## src/rtl/chunked_write_tick_tracker_unit_assert.svh

```systemverilog
// Assertion macros used by the top level of the chunked write tick tracker RTL.
// Depends on nothing; included inside module bodies that check themselves.
`ifndef CHUNKED_WRITE_TICK_TRACKER_UNIT_ASSERT_SVH
`define CHUNKED_WRITE_TICK_TRACKER_UNIT_ASSERT_SVH

// The consequent must hold in the same cycle as the antecedent.
`define CWTT_ASSERT_SAME(label, clk, rst, ante, cons) \
   label: assert property (@(posedge clk) disable iff (rst) (ante) |-> (cons)) \
      else $error("cwtt check failed");

// The consequent must hold in the cycle after the antecedent.
`define CWTT_ASSERT_NEXT(label, clk, rst, ante, cons) \
   label: assert property (@(posedge clk) disable iff (rst) (ante) |=> (cons)) \
      else $error("cwtt check failed");

`endif

```

## src/rtl/cwtt_pkg.sv

```systemverilog
// Package of the chunked write tick tracker: sizes, function codes and types.
// Depends on nothing; used by the cell, the top level and the testbench.
package cwtt_pkg;

   localparam int RING_DEPTH = 4;
   localparam int CHUNK_ROWS = 64;
   localparam int MAX_CHUNKS = 64;

   localparam int IDX_W   = (RING_DEPTH > 1) ? $clog2(RING_DEPTH) : 1;
   localparam int FILL_W  = $clog2(RING_DEPTH + 1);
   localparam int SUM_W   = (RING_DEPTH > 1) ? $clog2(2 * RING_DEPTH) : 1;
   localparam int unsigned ROW_CAP = MAX_CHUNKS * CHUNK_ROWS;

   typedef enum logic [2:0] {
      FN_MARK_ROW = 3'd0,
      FN_MARK_ALL = 3'd1,
      FN_ENSURE   = 3'd2,
      FN_CHUNK_Q  = 3'd3,
      FN_ANY_Q    = 3'd4,
      FN_NEWEST   = 3'd5
   } func_type;

   typedef struct packed {
      logic [2:0]  func;
      logic [11:0] row_index;
      logic [5:0]  chunk_number;
      logic [12:0] entity_total;
      logic [63:0] tick_value;
   } cmd_type;

   typedef struct packed {
      logic row_ge;
      logic row_hit;
      logic total_gt;
      logic chunk_hit;
   } sel_type;

   typedef struct packed {
      logic        tok;
      logic        found;
      logic [63:0] newest;
   } link_type;

   function automatic logic [IDX_W-1:0] ring_wrap(input logic [SUM_W-1:0] s);
      if (s >= SUM_W'(RING_DEPTH)) begin
         return IDX_W'(s - SUM_W'(RING_DEPTH));
      end
      return IDX_W'(s);
   endfunction

endpackage

```

## src/rtl/cwtt_cell.sv

```systemverilog
// One chunk of the tracker: its ring of stamps, ring pointers and in-use flag.
// Depends on cwtt_pkg; passes the walking token and partial results onwards.
module cwtt_cell (
   input  logic               clock,
   input  logic               reset,
   input  cwtt_pkg::cmd_type  cmd,
   input  cwtt_pkg::sel_type  sel,
   input  cwtt_pkg::link_type link_in,
   output cwtt_pkg::link_type link_out,
   output logic               in_use
);
   import cwtt_pkg::*;

   logic [63:0]       ring_ff [RING_DEPTH];
   logic [IDX_W-1:0]  head_ff, head_in;
   logic [FILL_W-1:0] fill_ff, fill_in;
   logic              use_ff, use_in;
   link_type          link_ff, link_in_nx;
   logic              wr_en;
   logic [IDX_W-1:0]  wr_idx;
   logic [IDX_W-1:0]  rd_idx;
   logic [63:0]       newest_val;
   logic              newer;
   logic              do_mark;

   always_comb begin
      rd_idx = ring_wrap(SUM_W'(head_ff) + SUM_W'(fill_ff) - SUM_W'(1));
      newest_val = (fill_ff == '0) ? 64'd0 : ring_ff[rd_idx];
      newer = 1'b0;
      for (int i = 0; i < RING_DEPTH; i++) begin
         if ((FILL_W'(i) < fill_ff) &&
             (ring_ff[ring_wrap(SUM_W'(head_ff) + SUM_W'(i))] > cmd.tick_value)) begin
            newer = 1'b1;
         end
      end
   end

   always_comb begin
      head_in    = head_ff;
      fill_in    = fill_ff;
      use_in     = use_ff;
      wr_en      = 1'b0;
      wr_idx     = '0;
      link_in_nx = link_in;
      do_mark    = link_in.tok &&
                   (((cmd.func == FN_MARK_ROW) && sel.row_hit) ||
                    ((cmd.func == FN_MARK_ALL) && use_ff));
      if (link_in.tok) begin
         unique case (cmd.func)
            FN_MARK_ROW: begin
               if (sel.row_ge) begin
                  use_in = 1'b1;
               end
            end
            FN_ENSURE: begin
               if (sel.total_gt) begin
                  use_in = 1'b1;
               end
            end
            FN_CHUNK_Q: begin
               link_in_nx.found = link_in.found | (sel.chunk_hit & use_ff & newer);
            end
            FN_ANY_Q: begin
               link_in_nx.found = link_in.found | (use_ff & newer);
            end
            FN_NEWEST: begin
               if (use_ff && (newest_val > link_in.newest)) begin
                  link_in_nx.newest = newest_val;
               end
            end
            default: begin
            end
         endcase
      end
      if (do_mark) begin
         if (fill_ff == '0) begin
            wr_en   = 1'b1;
            wr_idx  = '0;
            head_in = '0;
            fill_in = FILL_W'(1);
         end else if (newest_val != cmd.tick_value) begin
            wr_en = 1'b1;
            if (fill_ff < FILL_W'(RING_DEPTH)) begin
               wr_idx  = ring_wrap(SUM_W'(head_ff) + SUM_W'(fill_ff));
               fill_in = fill_ff + FILL_W'(1);
            end else begin
               wr_idx  = head_ff;
               head_in = ring_wrap(SUM_W'(head_ff) + SUM_W'(1));
            end
         end
      end
   end

   always_ff @(posedge clock) begin
      if (wr_en) begin
         ring_ff[wr_idx] <= cmd.tick_value;
      end
   end

   always_ff @(posedge clock) begin
      link_ff.found  <= link_in_nx.found;
      link_ff.newest <= link_in_nx.newest;
      if (reset) begin
         head_ff     <= '0;
         fill_ff     <= '0;
         use_ff      <= 1'b0;
         link_ff.tok <= 1'b0;
      end else begin
         head_ff     <= head_in;
         fill_ff     <= fill_in;
         use_ff      <= use_in;
         link_ff.tok <= link_in_nx.tok;
      end
   end

   assign link_out = link_ff;
   assign in_use   = use_ff;

endmodule

```

## config.mk

```make
export PLATFORM = sky130hd
export DESIGN_NAME = cwtt_cell
export DESIGN_NICKNAME = d
export VERILOG_FILES = /design/src/rtl/chunked_write_tick_tracker_unit_assert.svh /design/src/rtl/cwtt_pkg.sv /design/src/rtl/cwtt_cell.sv
export SDC_FILE = /design/constraint.sdc
export NUM_CORES = 1
export LEC_CHECK = 0
export BUFFER_PORTS_ARGS = -buffer_cell sky130_fd_sc_hd__buf_2
export CAP_MARGIN = 15
export CORE_MARGIN = 2
export CORE_UTILIZATION = 60
export CTS_CLUSTER_SIZE = 24
export DETAILED_ROUTE_END_ITERATION = 16
export PLACE_DENSITY = 0.85
export SLEW_MARGIN = 0
export SYNTH_ARGS = -nofsm -noshare
export SYNTH_HDL_FRONTEND = slang
export SYNTH_SLANG_ARGS = --single-unit
```

## constraint.sdc

```tcl
create_clock -name clock -period 8.66 [get_ports clock]
set_clock_uncertainty 0.1 [all_clocks]
set_input_delay 2.165 -clock clock [delete_from_list [all_inputs] [get_ports clock]]
set_output_delay 2.165 -clock clock [all_outputs]
set_load 0.1 [all_outputs]
```

-- Yosys cells after proc, flatten, opt, wreduce, memory -nomap -nowiden
Memory sizes are Yosys's and may differ from the RTL's.
Cells that the tools add are included.
- add/subtract/negate cells: 12
- multipliers: 0
- divide/modulo/power cells: 0
- magnitude comparators: 16
- equal/unequal tests: 9
- shift operators: 0
- muxes and demuxes: 54
- bitwise gates (word level): 5
- reduce and logical (&&, ||, !) cells: 17
- operator list (operator ; count):
    $gt 64x64->1 ; 5
    $mux 64 ; 3
    $mux 65 ; 1
    $ne 64x64->1 ; 1
    $mux 2 ; 20
    $mux 1 ; 25
    $ge 3x3->1 const B ; 5
    $sub 2x1->2 const B ; 6
    $mux 3 ; 3
    $logic_and 1x1->1 ; 8
    $add 2x2->3 const B ; 2
    $eq 3x2->1 const B ; 2
    $eq 3x3->1 const B ; 2
    $logic_not 3->1 ; 2
    $lt 1x3->1 const A ; 2
    $lt 2x3->1 const A ; 2
    $ne 2x2->1 const B ; 3
    $reduce_and 3->1 ; 2
    $reduce_bool 2->1 ; 3
    $pmux 1 s2 ; 2
    $reduce_and 4->1 ; 1
    $add 2x1->3 const B ; 1
    $add 2x3->3 ; 1
    $add 3x1->3 const B ; 1
    7 further kinds ; 10
- register bits after elaboration: 72
- latch bits: 0
- RAM bits: 256
- memory bits (read-only): 0
- word-level logic and storage cells: 120
- memories: 1
- memories (memory ; words ; bits a word ; rd ports ; clocked after memory_dff ; wr ports ; RTL line ; text):
    ring_ff ; 4 ; 64 ; 5 ; 0 ; 1 ; cwtt_cell.sv:14 ; logic [63:0] ring_ff [RING_DEPTH];

-- Logic depth before layout (Yosys ltp)
Gate-level depths: netlist of run 1.
An unclocked memory read counts as a cell.
- depth in word-level cells: 16
- mapped depth: 23
- mapped depth without buffers: 16

-- Least setup slack after synthesis of run 1
OpenSTA, ideal clock, no wires.
- kind: input port to flip-flop
- start: in cmd[95] in the netlist's numbering
- end: mem ring_ff[1][0], enable pin
- library setup time: 565 ps
- arrival: 7521 ps
- data required time: 7995 ps
- setup slack: 474 ps
- stages: 5
- buffers on the path: 1
- cell sequence: mux2i_1 or3_1 buf_1 or2_2 nor3_1
- word-level cells in the longest chain between the ends: 7
- ends and longest elaborated chain (item ; RTL line ; text):
    start, declared ; cwtt_cell.sv:6 ; input cwtt_pkg::cmd_type cmd,
    $eq 3x1->1 or $logic_not 3->1 (tied branches) ; cwtt_cell.sv:47, cwtt_cell.sv:46 ;
    $logic_and 1x1->1 (on tied branches) ; cwtt_cell.sv:47, cwtt_cell.sv:46 ;
    $logic_or 1x1->1 (*) ; cwtt_cell.sv:46 ; (((cmd.func == FN_MARK_ROW) && sel.row_hit) ||
    $logic_and 1x1->1 (*) ; cwtt_cell.sv:45 ; do_mark = link_in.tok &&
    $mux 1 ; cwtt_cell.sv:75 ; if (do_mark) begin
    $mux 1 ; cwtt_cell.sv:95 ; if (wr_en) begin
    $mux 1 (not written as such) ; cwtt_cell.sv:96 ; ring_ff[wr_idx] <= cmd.tick_value;
    end, declared ; cwtt_cell.sv:14 ;
Mark *: on every way between the ends. The rest lies on a longest branch, timed or not.

==> results of run 1 <==
-- cell usage after synthesis (8+ instances only) --
cell type	number	area (um2)
a211oi_1	8	60.06
a21o_1	99	743.2
a21oi_1	87	435.4
and2_1	13	81.33
buf_1	34	127.6
buf_2	11	55.05
clkbuf_1	47	176.4
dfxtp_1	72	1441
edfxtp_1	256	7687
ha_1	323	4041
inv_1	136	510.5
mux2_2	92	1036
mux2_4	8	120.1
mux2i_1	104	1041
mux4_2	270	6081
nand2_1	47	176.4
nand2b_1	9	56.30
nand3_1	12	60.06
nand4_1	69	431.7
nand4b_1	9	78.83
nor2_1	77	289.0
nor2b_1	22	137.6
nor3_1	46	230.2
nor4_1	16	100.1
o21a_1	20	150.1
o21ai_0	74	370.4
o22ai_1	14	87.58
or3_1	14	87.58
xnor2_1	27	236.5
-- through the flow --
stage	power, W	cells	cell area, um2
2_1_floorplan	0.002082	2101	26900
5_1_grt	0.003890	2896	29730
3_3_place_gp	0.002226	2823	28530
6_report	0.003782	2896	29730
4_1_cts	0.003792	2891	29710
3_5_place_dp	0.002239	2823	28530
-- layout make-up --
class                   instances  area [um2]
clock inverters                14       128.9
flip-flops and latches        328        9136
well taps                     592       740.7
fillers                      3114       14490
clock buffers                  54        1052
diodes                          5       12.51
multi-input cells            1536       16890
inverters                     136       510.5
repair buffers                231        1259
-- flip-flops by register name, indices dropped and copies added (netlist names) --
name      cells
fill_ff       3
head_ff       2
in_use        1
link_out     66
ring_ff     256
-- layer usage --
metal,up-vias,track usage [%]
li1,8850,-
met1,9948,44.04
met2,1196,51.24
met3,197,6.117
met4,6,15.40
met5,-,0
-- power by group through the flow --
stage / Clock, W / Combinational (W) / Sequential, W
floorplan: 0 / 0.000204 / 0.00188
global placement: 0 / 0.000470 / 0.00176
detailed placement: 0 / 0.000483 / 0.00176
CTS: 0.00158 / 0.000488 / 0.00172
global route: 0.00163 / 0.000531 / 0.00172
finish: 0.00156 / 0.000494 / 0.00172
-- kinds of logic (layout without fill, tap and decap cells) --
kind of cell,after synthesis,after routing,share of synthesized area (%)
multiplexers,475,475,30.81
AND/OR/NAND/NOR,367,367,7.637
AO/OA/AOI/OAI,343,343,8.098
flip-flops,328,328,33.93
adder cells (fa/ha/maj),323,323,15.02
buffers and inverters,237,435,3.526
XOR/XNOR,28,28,0.9674
other,0,5,0
-- worst min-delay path: stages (launching register included) --
cell	delay, ns
dfxtp_1	0.34
nor2_1	0.11
nor2_1	0.05
-- worst min path at each step --
stage | from | end | slack, ns | cells after the start
floorplan | fill_ff[0] | fill_ff[0] | 0.44 | 2
global placement | in_use | in_use | 0.40 | 2
detailed placement | in_use | in_use | 0.42 | 2
CTS | in_use | in_use | 0.43 | 2
global route | in_use | in_use | 0.50 | 2
finish | in_use | in_use | 0.44 | 2
==> flow_summary.json, run 1 <==
{
  "routed_wl_mm": 75.23,
  "vdd_drop_max_mv": 0.1485,
  "cp.arrival_ns": 6.94,
  "dp_hpwl_mm": 54.49,
  "synth.avg_cell_area_um2": 12.80,
  "worstSetupEndpointType": "flop",
  "cts_tree": "done",
  "fin_util_pct": 67.22,
  "gp_congestion": 0.9818,
  "clock_power_share_pct": 41.4,
  "startpoint": "head_ff[1]",
  "finalHoldWorstSlack_ns": 0.4440,
  "ys_types": 64,
  "clock_sinks": 328,
  "p_int_w": 0.002777,
  "die_area_um2": 46540,
  "htree_levels": 2,
  "synth-seq-cells": 328,
  "syn_nets": 2594,
  "viasPerCell": 6.974,
  "grt_pass1_vias": 20099,
  "synthArstFlopShare_pct": 0,
  "drc": 0,
  "die_h_um": 215.7,
  "grt_setup_unrepaired": "no",
  "grt_pass1_wl_mm": 116.1,
  "synth_edf_count": 256,
  "insertion_delay_ns": 0.57,
  "post_cts_buffers": 0,
  "cp_top_family": "simple AND/OR/NAND/NOR gates",
  "power.density_nw_per_um2": 127.2,
  "reg2reg_from": "head_ff[1]",
  "critPathMaxFanout": 56,
  "combPwrFrac_pct": 13.1,
  "p_sw_share_pct": 26.57,
  "die_x_um": 215.7,
  "ant_nets": 0,
  "synthFlopType": "edfxtp_1",
  "drtIter0Drc": 2605,
  "min_period_over_period_pct": 76.05,
  "drive_gt1_share_pct": 29.49,
  "postSynthCellCount": 2101,
  "grt_max_degree": 164,
  "seq_power_share_pct": 45.6,
  "hold_class": "flop to flop",
  "startpoint_type": "flop",
  "ys_warn_count": 0,
  "cp_num_cells": 14,
  "highest_layer": "met5",
  "root_buffer": "clkbuf_16",
  "syn-cell-area_um2": 26900,
  "clk_pin_slew_worst_paths_ns": 0.06,
  "crit_end": "link_out[31]",
  "wl_met1_mm": 28.60,
  "crit_required_ns": 9.01,
  "crit_buf_inv": 2,
  "finalNetCount": 2763,
  "wl_met3_mm": 8.087,
  "initial_utilization_pct": 60.83,
  "leakage_nw": 11.76,
  "switchingPower_w": 0.001005,
  "critPathKind": "flop to flop",
  "cts_max_path_buffers": 3,
  "timing.fmax_ghz": 0.1518,
  "wl_met2_mm": 35.15,
  "slew-limit-headroom_pct": 29.88,
  "avgRoutedWirePerCell_um": 25.98,
  "layout_commonest_cell": "ha_1",
  "num_vias": 20197,
  "final_cell_mix": "ha_1 (322), mux4_2 (270), edfxtp_1 (256)",
  "core_um2": 44220,
  "max_stage_delay_ns": 0.96,
  "path_cells": "xnor3_4 -> buf_4 -> mux2_2 -> nor2_1 -> ha_1 -> nand4_1 -> nor4_1 -> nand3_1 -> or4_1 -> nor4_1 -> or3_1 -> a31oi_4 -> buf_4 -> mux2_2",
  "max-cap-violations": 0,
  "tightest_slew_ns": 1.025,
  "firstDrtPassIters": 5,
  "r2r-end": "link_out[31]",
  "rrSetupSlack_ns": 2.07,
  "dp_slack_ns": 2.117,
  "track_usage_pct": 32.58,
  "io_pins": 237,
  "reg2reg_depth": 14,
  "antenna_found_initial": 8,
  "final_max_slew_viol_count": 0,
  "status": "completed",
  "cts_made_buffers": 37,
  "critical_path.slowest_cell": "xnor3_4",
  "area_growth_pct": 10.51,
  "core.rowCount": 77,
  "fin_tns_setup_ns": 0,
  "hold_violations": 0,
  "ctsHoldBuffers": 0,
  "synth-seq-area-share_pct": 33.93,
  "io_buffers": 205,
  "setup_viol": 0,
  "gr-total-overflow": 0,
  "fin_ws_ns": 2.074,
  "min_period_ns": 6.586,
  "post_cts_resized": 0
}
No activity file was read; power rests on OpenSTA's default activity.
==> run 2, diff against run 1 <==
==> constraint.sdc (replaced) <==
create_clock -name clock -period 6.8 [get_ports clock]
set_clock_uncertainty 0.1 [all_clocks]
set_input_delay 1.7 -clock clock [delete_from_list [all_inputs] [get_ports clock]]
set_output_delay 1.7 -clock clock [all_outputs]
set_load 0.1 [all_outputs]
==> run 2 against run 1 <==
Clock power is 29% higher. Largest cell class unchanged. Die area did not move. Combinational power grew 28%. Largest power group unchanged. Design area grew 0.42%. Final cell count increased by 0.21%. Count of clock-buffer cells in the layout shrank 5. Setup slack got worse by 1.4 ns. Non-clock buffer count up 6. Via count grew 0.93%. Wire length up 0.45%. Critical path depth unchanged.
==> flow_summary.json, run 2 (synthesized netlist as in run 1, its figures left out) <==
{
  "combPwrFrac_pct": 13.1,
  "die_h_um": 215.7,
  "min-delay-start": "in_use",
  "critPathKind": "flop to flop",
  "status": "completed",
  "power.density_nw_per_um2": 162.5,
  "routed_wl_mm": 75.57,
  "viasPerCell": 7.024,
  "min_period_over_period_pct": 89.70,
  "finalHoldWorstSlack_ns": 0.4629,
  "crit_buf_inv": 2,
  "grt_pass1_wl_mm": 116.3,
  "layout_commonest_cell": "ha_1",
  "cts_tree": "done",
  "largest-register": "ring_ff",
  "reg2reg_depth": 14,
  "clock_sinks": 328,
  "tightest_slew_ns": 0.9631,
  "min_period_ns": 6.100,
  "track_usage_pct": 32.65,
  "cp_top_family": "simple AND/OR/NAND/NOR gates",
  "final_cell_mix": "ha_1 (322), mux4_2 (270), edfxtp_1 (256)",
  "gp_congestion": 0.9678,
  "io_buffers": 205,
  "startpoint_type": "flop",
  "critical_path.slowest_cell": "xnor3_4",
  "worstSetupEndpointType": "flop",
  "clock_power_share_pct": 41.7,
  "die_area_um2": 46540,
  "critPathMaxFanout": 37,
  "ant_nets": 0,
  "switchingPower_w": 0.001311,
  "p_sw_share_pct": 27.04,
  "crit_required_ns": 7.16,
  "htree_levels": 2,
  "core_um2": 44220,
  "num_vias": 20384,
  "dp_hpwl_mm": 55.23,
  "die_x_um": 215.7,
  "finalNetCount": 2770,
  "area_growth_pct": 10.98,
  "finalPower_w": 0.004850,
  "cts_made_buffers": 38,
  "hold_depth": 2,
  "vdd_drop_max_mv": 0.2003,
  "core.rowCount": 77,
  "rrSetupSlack_ns": 0.70,
  "max-cap-violations": 0,
  "grt_pass1_vias": 20067,
  "final_max_slew_viol_count": 0,
  "leakage_nw": 11.83,
  "cts_max_path_buffers": 3,
  "root_buffer": "clkbuf_16",
  "io_pins": 237,
  "timing.fmax_ghz": 0.1639,
  "drtIter0Drc": 2547,
  "hold_violations": 0,
  "hold_class": "flop to flop",
  "max_stage_delay_ns": 1.02,
  "p_int_w": 0.003539,
  "initial_utilization_pct": 60.83,
  "seq_power_share_pct": 45.3,
  "firstDrtPassIters": 5,
  "reg2reg_from": "fill_ff[1]",
  "gr-total-overflow": 0,
  "largest_reg_flops": 256,
  "fillers": 3093,
  "path_cells": "xnor3_4 -> buf_12 -> mux2_2 -> nor2_1 -> ha_1 -> nand4_1 -> nor4_1 -> nand3_1 -> or4_1 -> nor4_1 -> or3_1 -> a31oi_4 -> buf_12 -> mux2_2",
  "cp.arrival_ns": 6.46,
  "post_cts_buffers": 0,
  "post_cts_resized": 0,
  "drive_gt1_share_pct": 29.92,
  "insertion_delay_ns": 0.58,
  "setup_viol": 0,
  "grt_setup_unrepaired": "no",
  "ctsHoldBuffers": 0,
  "slew-limit-headroom_pct": 35.79,
  "r2r-end": "link_out[7]",
  "avgRoutedWirePerCell_um": 26.04,
  "hold_end": "in_use",
  "antenna_found_initial": 9,
  "clk_pin_slew_worst_paths_ns": 0.07,
  "grt_max_degree": 148,
  "drc": 0
}
-- run 2: cell count changes in the layout (fill, tap and decap cells not counted) --
cell / before / now
buf_12: 3 / 7
buf_4: 23 / 25
clkinv_4: 0 / 2
clkinv_1: 1 / 3
clkbuf_1: 13 / 6
bufinv_16: 2 / 1
inv_6: 2 / 5
clkbuf_16: 39 / 40
diode_2: 5 / 4
clkbuf_8: 2 / 3
-- run 2: metrics by stage --
step                setup TNS (ns)  util [%]  instances  worst slack, ns  area, um2
global route                     0     67.50       2901           0.6751      29850
floorplan                  -177.58         -       2101          -0.9207      26900
global placement                 0     64.74       2829            1.055      28630
finish                           0     67.51       2902           0.7003      29850
detailed placement               0     64.74       2829           0.9524      28630
CTS                              0     67.49       2898           0.8992      29840
-- run 2: per-layer routing --
| layer | GRT usage (%) | up-vias | share of wire, % |
|---|---|---|---|
| met5 | 0 | - | 0.062 |
| met4 | 15.13 | 8 | 4.9 |
| met3 | 7.456 | 241 | 11 |
| met2 | 51.49 | 1239 | 47 |
| met1 | 43.25 | 10042 | 38 |
| li1 | - | 8854 | - |
-- run 2: layout make-up --
type,instances,area (um2),share of cell area [%]
multi-input combinational,1536,16890,56.57
clock buffer,49,1065,3.567
inverter,136,510.5,1.710
clock inverter,20,150.1,0.5029
tap,592,740.7,2.481
antenna,4,10.01,0.03353
sequential,328,9136,30.60
timing repair buffer,237,1354,4.535
-- run 2: power by group through the flow --
stage / Combinational, W / Sequential [W] / Clock [W]
4_1_cts: 0.000626 / 0.00220 / 0.00204
2_1_floorplan: 0.000260 / 0.00239 / 0
3_5_place_dp: 0.000619 / 0.00224 / 0
5_1_grt: 0.000679 / 0.00220 / 0.00211
6_report: 0.000634 / 0.00220 / 0.00202
3_3_place_gp: 0.000602 / 0.00224 / 0
-- run 2: how the worst max path moves through the flow --
stage / endpoint / startpoint / cells after the start
after floorplan: ring_ff[1][0] / cmd[95] / 5
after global placement: link_out[10] / fill_ff[1] / 13
after detailed placement: link_out[45] / fill_ff[1] / 13
after CTS: link_out[61] / fill_ff[1] / 14
after global routing: link_out[64] / head_ff[1] / 13
final: link_out[7] / fill_ff[1] / 14
-- run 2: worst reg2reg max path: stages (launching register included) --
cell and delay (ns):
dfxtp_1 0.40, xnor3_4 1.02, buf_12 0.30, mux2_2 0.39, nor2_1 0.33, ha_1 0.22, nand4_1 0.25, nor4_1 0.58
nand3_1 0.39, or4_1 0.64, nor4_1 0.18, or3_1 0.30, a31oi_4 0.19, buf_12 0.29, mux2_2 0.39
==> run 3, diff against run 2 <==
--- a/config.mk
+++ b/config.mk
@@ -8,10 +8,10 @@
 export BUFFER_PORTS_ARGS = -buffer_cell sky130_fd_sc_hd__buf_2
 export CAP_MARGIN = 15
 export CORE_MARGIN = 2
-export CORE_UTILIZATION = 60
+export CORE_UTILIZATION = 50
 export CTS_CLUSTER_SIZE = 24
 export DETAILED_ROUTE_END_ITERATION = 16
-export PLACE_DENSITY = 0.85
+export PLACE_DENSITY = 0.74
 export SLEW_MARGIN = 0
 export SYNTH_ARGS = -nofsm -noshare
 export SYNTH_HDL_FRONTEND = slang
==> run 3 against run 2 <==
Sequential power is essentially flat. Global-route usage is 5.0 points lower. Final cell count is 3.9% higher. Critical path type unchanged.
==> flow_summary.json, run 3 (synthesized netlist as in run 1, its figures left out) <==
{
  "htree_levels": 2,
  "die_h_um": 236.0,
  "io_pins": 237,
  "fin_ws_ns": 0.9179,
  "num_vias": 19877,
  "cts_tree": "done",
  "dp_slack_ns": 1.081,
  "rrSetupSlack_ns": 0.92,
  "clk_pin_slew_worst_paths_ns": 0.06,
  "finalPower_w": 0.004968,
  "post_cts_resized": 0,
  "post_cts_buffers": 0,
  "firstDrtPassIters": 6,
  "status": "completed",
  "hold_violations": 0,
  "gr-total-overflow": 0,
  "antenna_found_initial": 7,
  "hold_depth": 2,
  "area_growth_pct": 11.91,
  "drtIter0Drc": 1922,
  "core_um2": 53500,
  "drive_gt1_share_pct": 30.06,
  "viasPerCell": 6.595,
  "clock_sinks": 328,
  "core.rowCount": 85,
  "grt_max_degree": 140,
  "critPathMaxFanout": 33,
  "final_cell_mix": "ha_1 (322), mux4_2 (270), edfxtp_1 (256)",
  "avgRoutedWirePerCell_um": 25.66,
  "largest-register": "ring_ff",
  "worstSetupEndpointType": "flop",
  "numPlacedInstances": 2937,
  "grt_setup_unrepaired": "no",
  "gp_congestion": 0.9276,
  "hold_end": "in_use",
  "fillers": 4342,
  "die_area_um2": 55670,
  "min-delay-start": "in_use",
  "critPathKind": "flop to flop",
  "drc": 0,
  "insertion_delay_ns": 0.58,
  "grt_pass1_vias": 19528,
  "reg2reg_from": "head_ff[0]",
  "dp_hpwl_mm": 57.26,
  "min_period_over_period_pct": 86.50,
  "min_period_ns": 5.882,
  "track_usage_pct": 27.64,
  "vdd_drop_max_mv": 0.1700,
  "seq_area_um2": 9136,
  "fin_tns_setup_ns": 0,
  "setup_viol": 0,
  "reg2reg_depth": 14,
  "die_x_um": 236.0,
  "leakage_nw": 11.88,
  "power.density_nw_per_um2": 165.0,
  "cts_max_path_buffers": 3,
  "initial_utilization_pct": 50.29,
  "crit_required_ns": 7.16,
  "ctsHoldBuffers": 0,
  "r2r-end": "link_out[48]",
  "ant_nets": 0,
  "layout_commonest_cell": "ha_1",
  "largest_reg_flops": 256,
  "hold_class": "flop to flop",
  "tightest_slew_ns": 0.9603,
  "routed_wl_mm": 77.35,
  "layout.cells.non_filler": 3014,
  "final_max_slew_viol_count": 0,
  "dpl-instance-area_um2": 28790,
  "slew-limit-headroom_pct": 35.98,
  "timing.fmax_ghz": 0.1700,
  "startpoint_type": "flop",
  "cp.arrival_ns": 6.24,
  "multi_input_area_um2": 16890,
  "grt_pass1_wl_mm": 116.8,
  "finalNetCount": 2776,
  "max-cap-violations": 0,
  "fin_area_um2": 30110,
  "root_buffer": "clkbuf_16",
  "io_buffers": 205,
  "cts_made_buffers": 40
}
==> run 3: cell count changes in the layout (fill, tap and decap cells not counted), sizes merged <==
cell | previous run | this run
buf | 237 | 241
bufinv | 1 | 0
inv | 141 | 140
clkinv | 13 | 10
clkbuf | 49 | 59
diode | 4 | 3
==> run 3: layout make-up <==
| class | instances | share of cell area (%) |
|---|---|---|
| Antenna cell | 3 | 0.02494 |
| Clock buffer | 59 | 4.019 |
| Clock inverter | 15 | 0.3283 |
| Inverter | 136 | 1.696 |
| Multi-Input combinational cell | 1536 | 56.09 |
| Sequential cell | 328 | 30.35 |
| Tap cell | 696 | 2.893 |
| Timing Repair Buffer | 241 | 4.597 |
==> run 3: how the worst max path moves through the flow <==
stage | from | endpoint | slack, ns
6_report | head_ff[0] | link_out[48] | 0.92
5_1_grt | head_ff[0] | link_out[64] | 0.65
4_1_cts | head_ff[0] | link_out[55] | 1.03
3_5_place_dp | head_ff[0] | link_out[55] | 1.08
3_3_place_gp | head_ff[0] | link_out[46] | 1.21
2_1_floorplan | cmd[95] | ring_ff[1][0] | -0.92
==> run 3: layer usage <==
metal	global-route usage, %	up-vias	routed length, um
met4	10.56	8	3070
li1	-	8852	-
met2	44.09	910	36050
met3	7.092	155	7178
met1	36.37	9952	30990
met5	0	-	57
==> run 3: critical path, stage by stage (launching register included) <==
cell and delay [ns]:
dfxtp_4 0.52, ha_4 0.19, xnor3_4 0.70, mux4_2 0.58, and2_1 0.23, ha_1 0.34
nand4_1 0.27, nor4_1 0.63, nand3_1 0.38, or4_1 0.63, nor4_1 0.16, or3_1 0.33
a31oi_4 0.07, buf_4 0.28, mux2_2 0.32
==> run 3: power by group <==
part	switching (W)	internal (W)
sequential	0.0000123	0.00218
clock	0.000896	0.00124
combinational	0.000432	0.000199
==> run 3: stage by stage <==
step | util [%] | hold WS (ns)
after global placement | 53.82 | 0.4151
final | 56.28 | 0.4290
after global routing | 56.27 | 0.4443
after CTS | 56.26 | 0.4232
after detailed placement | 53.82 | 0.4117
after floorplan | - | 0.4380
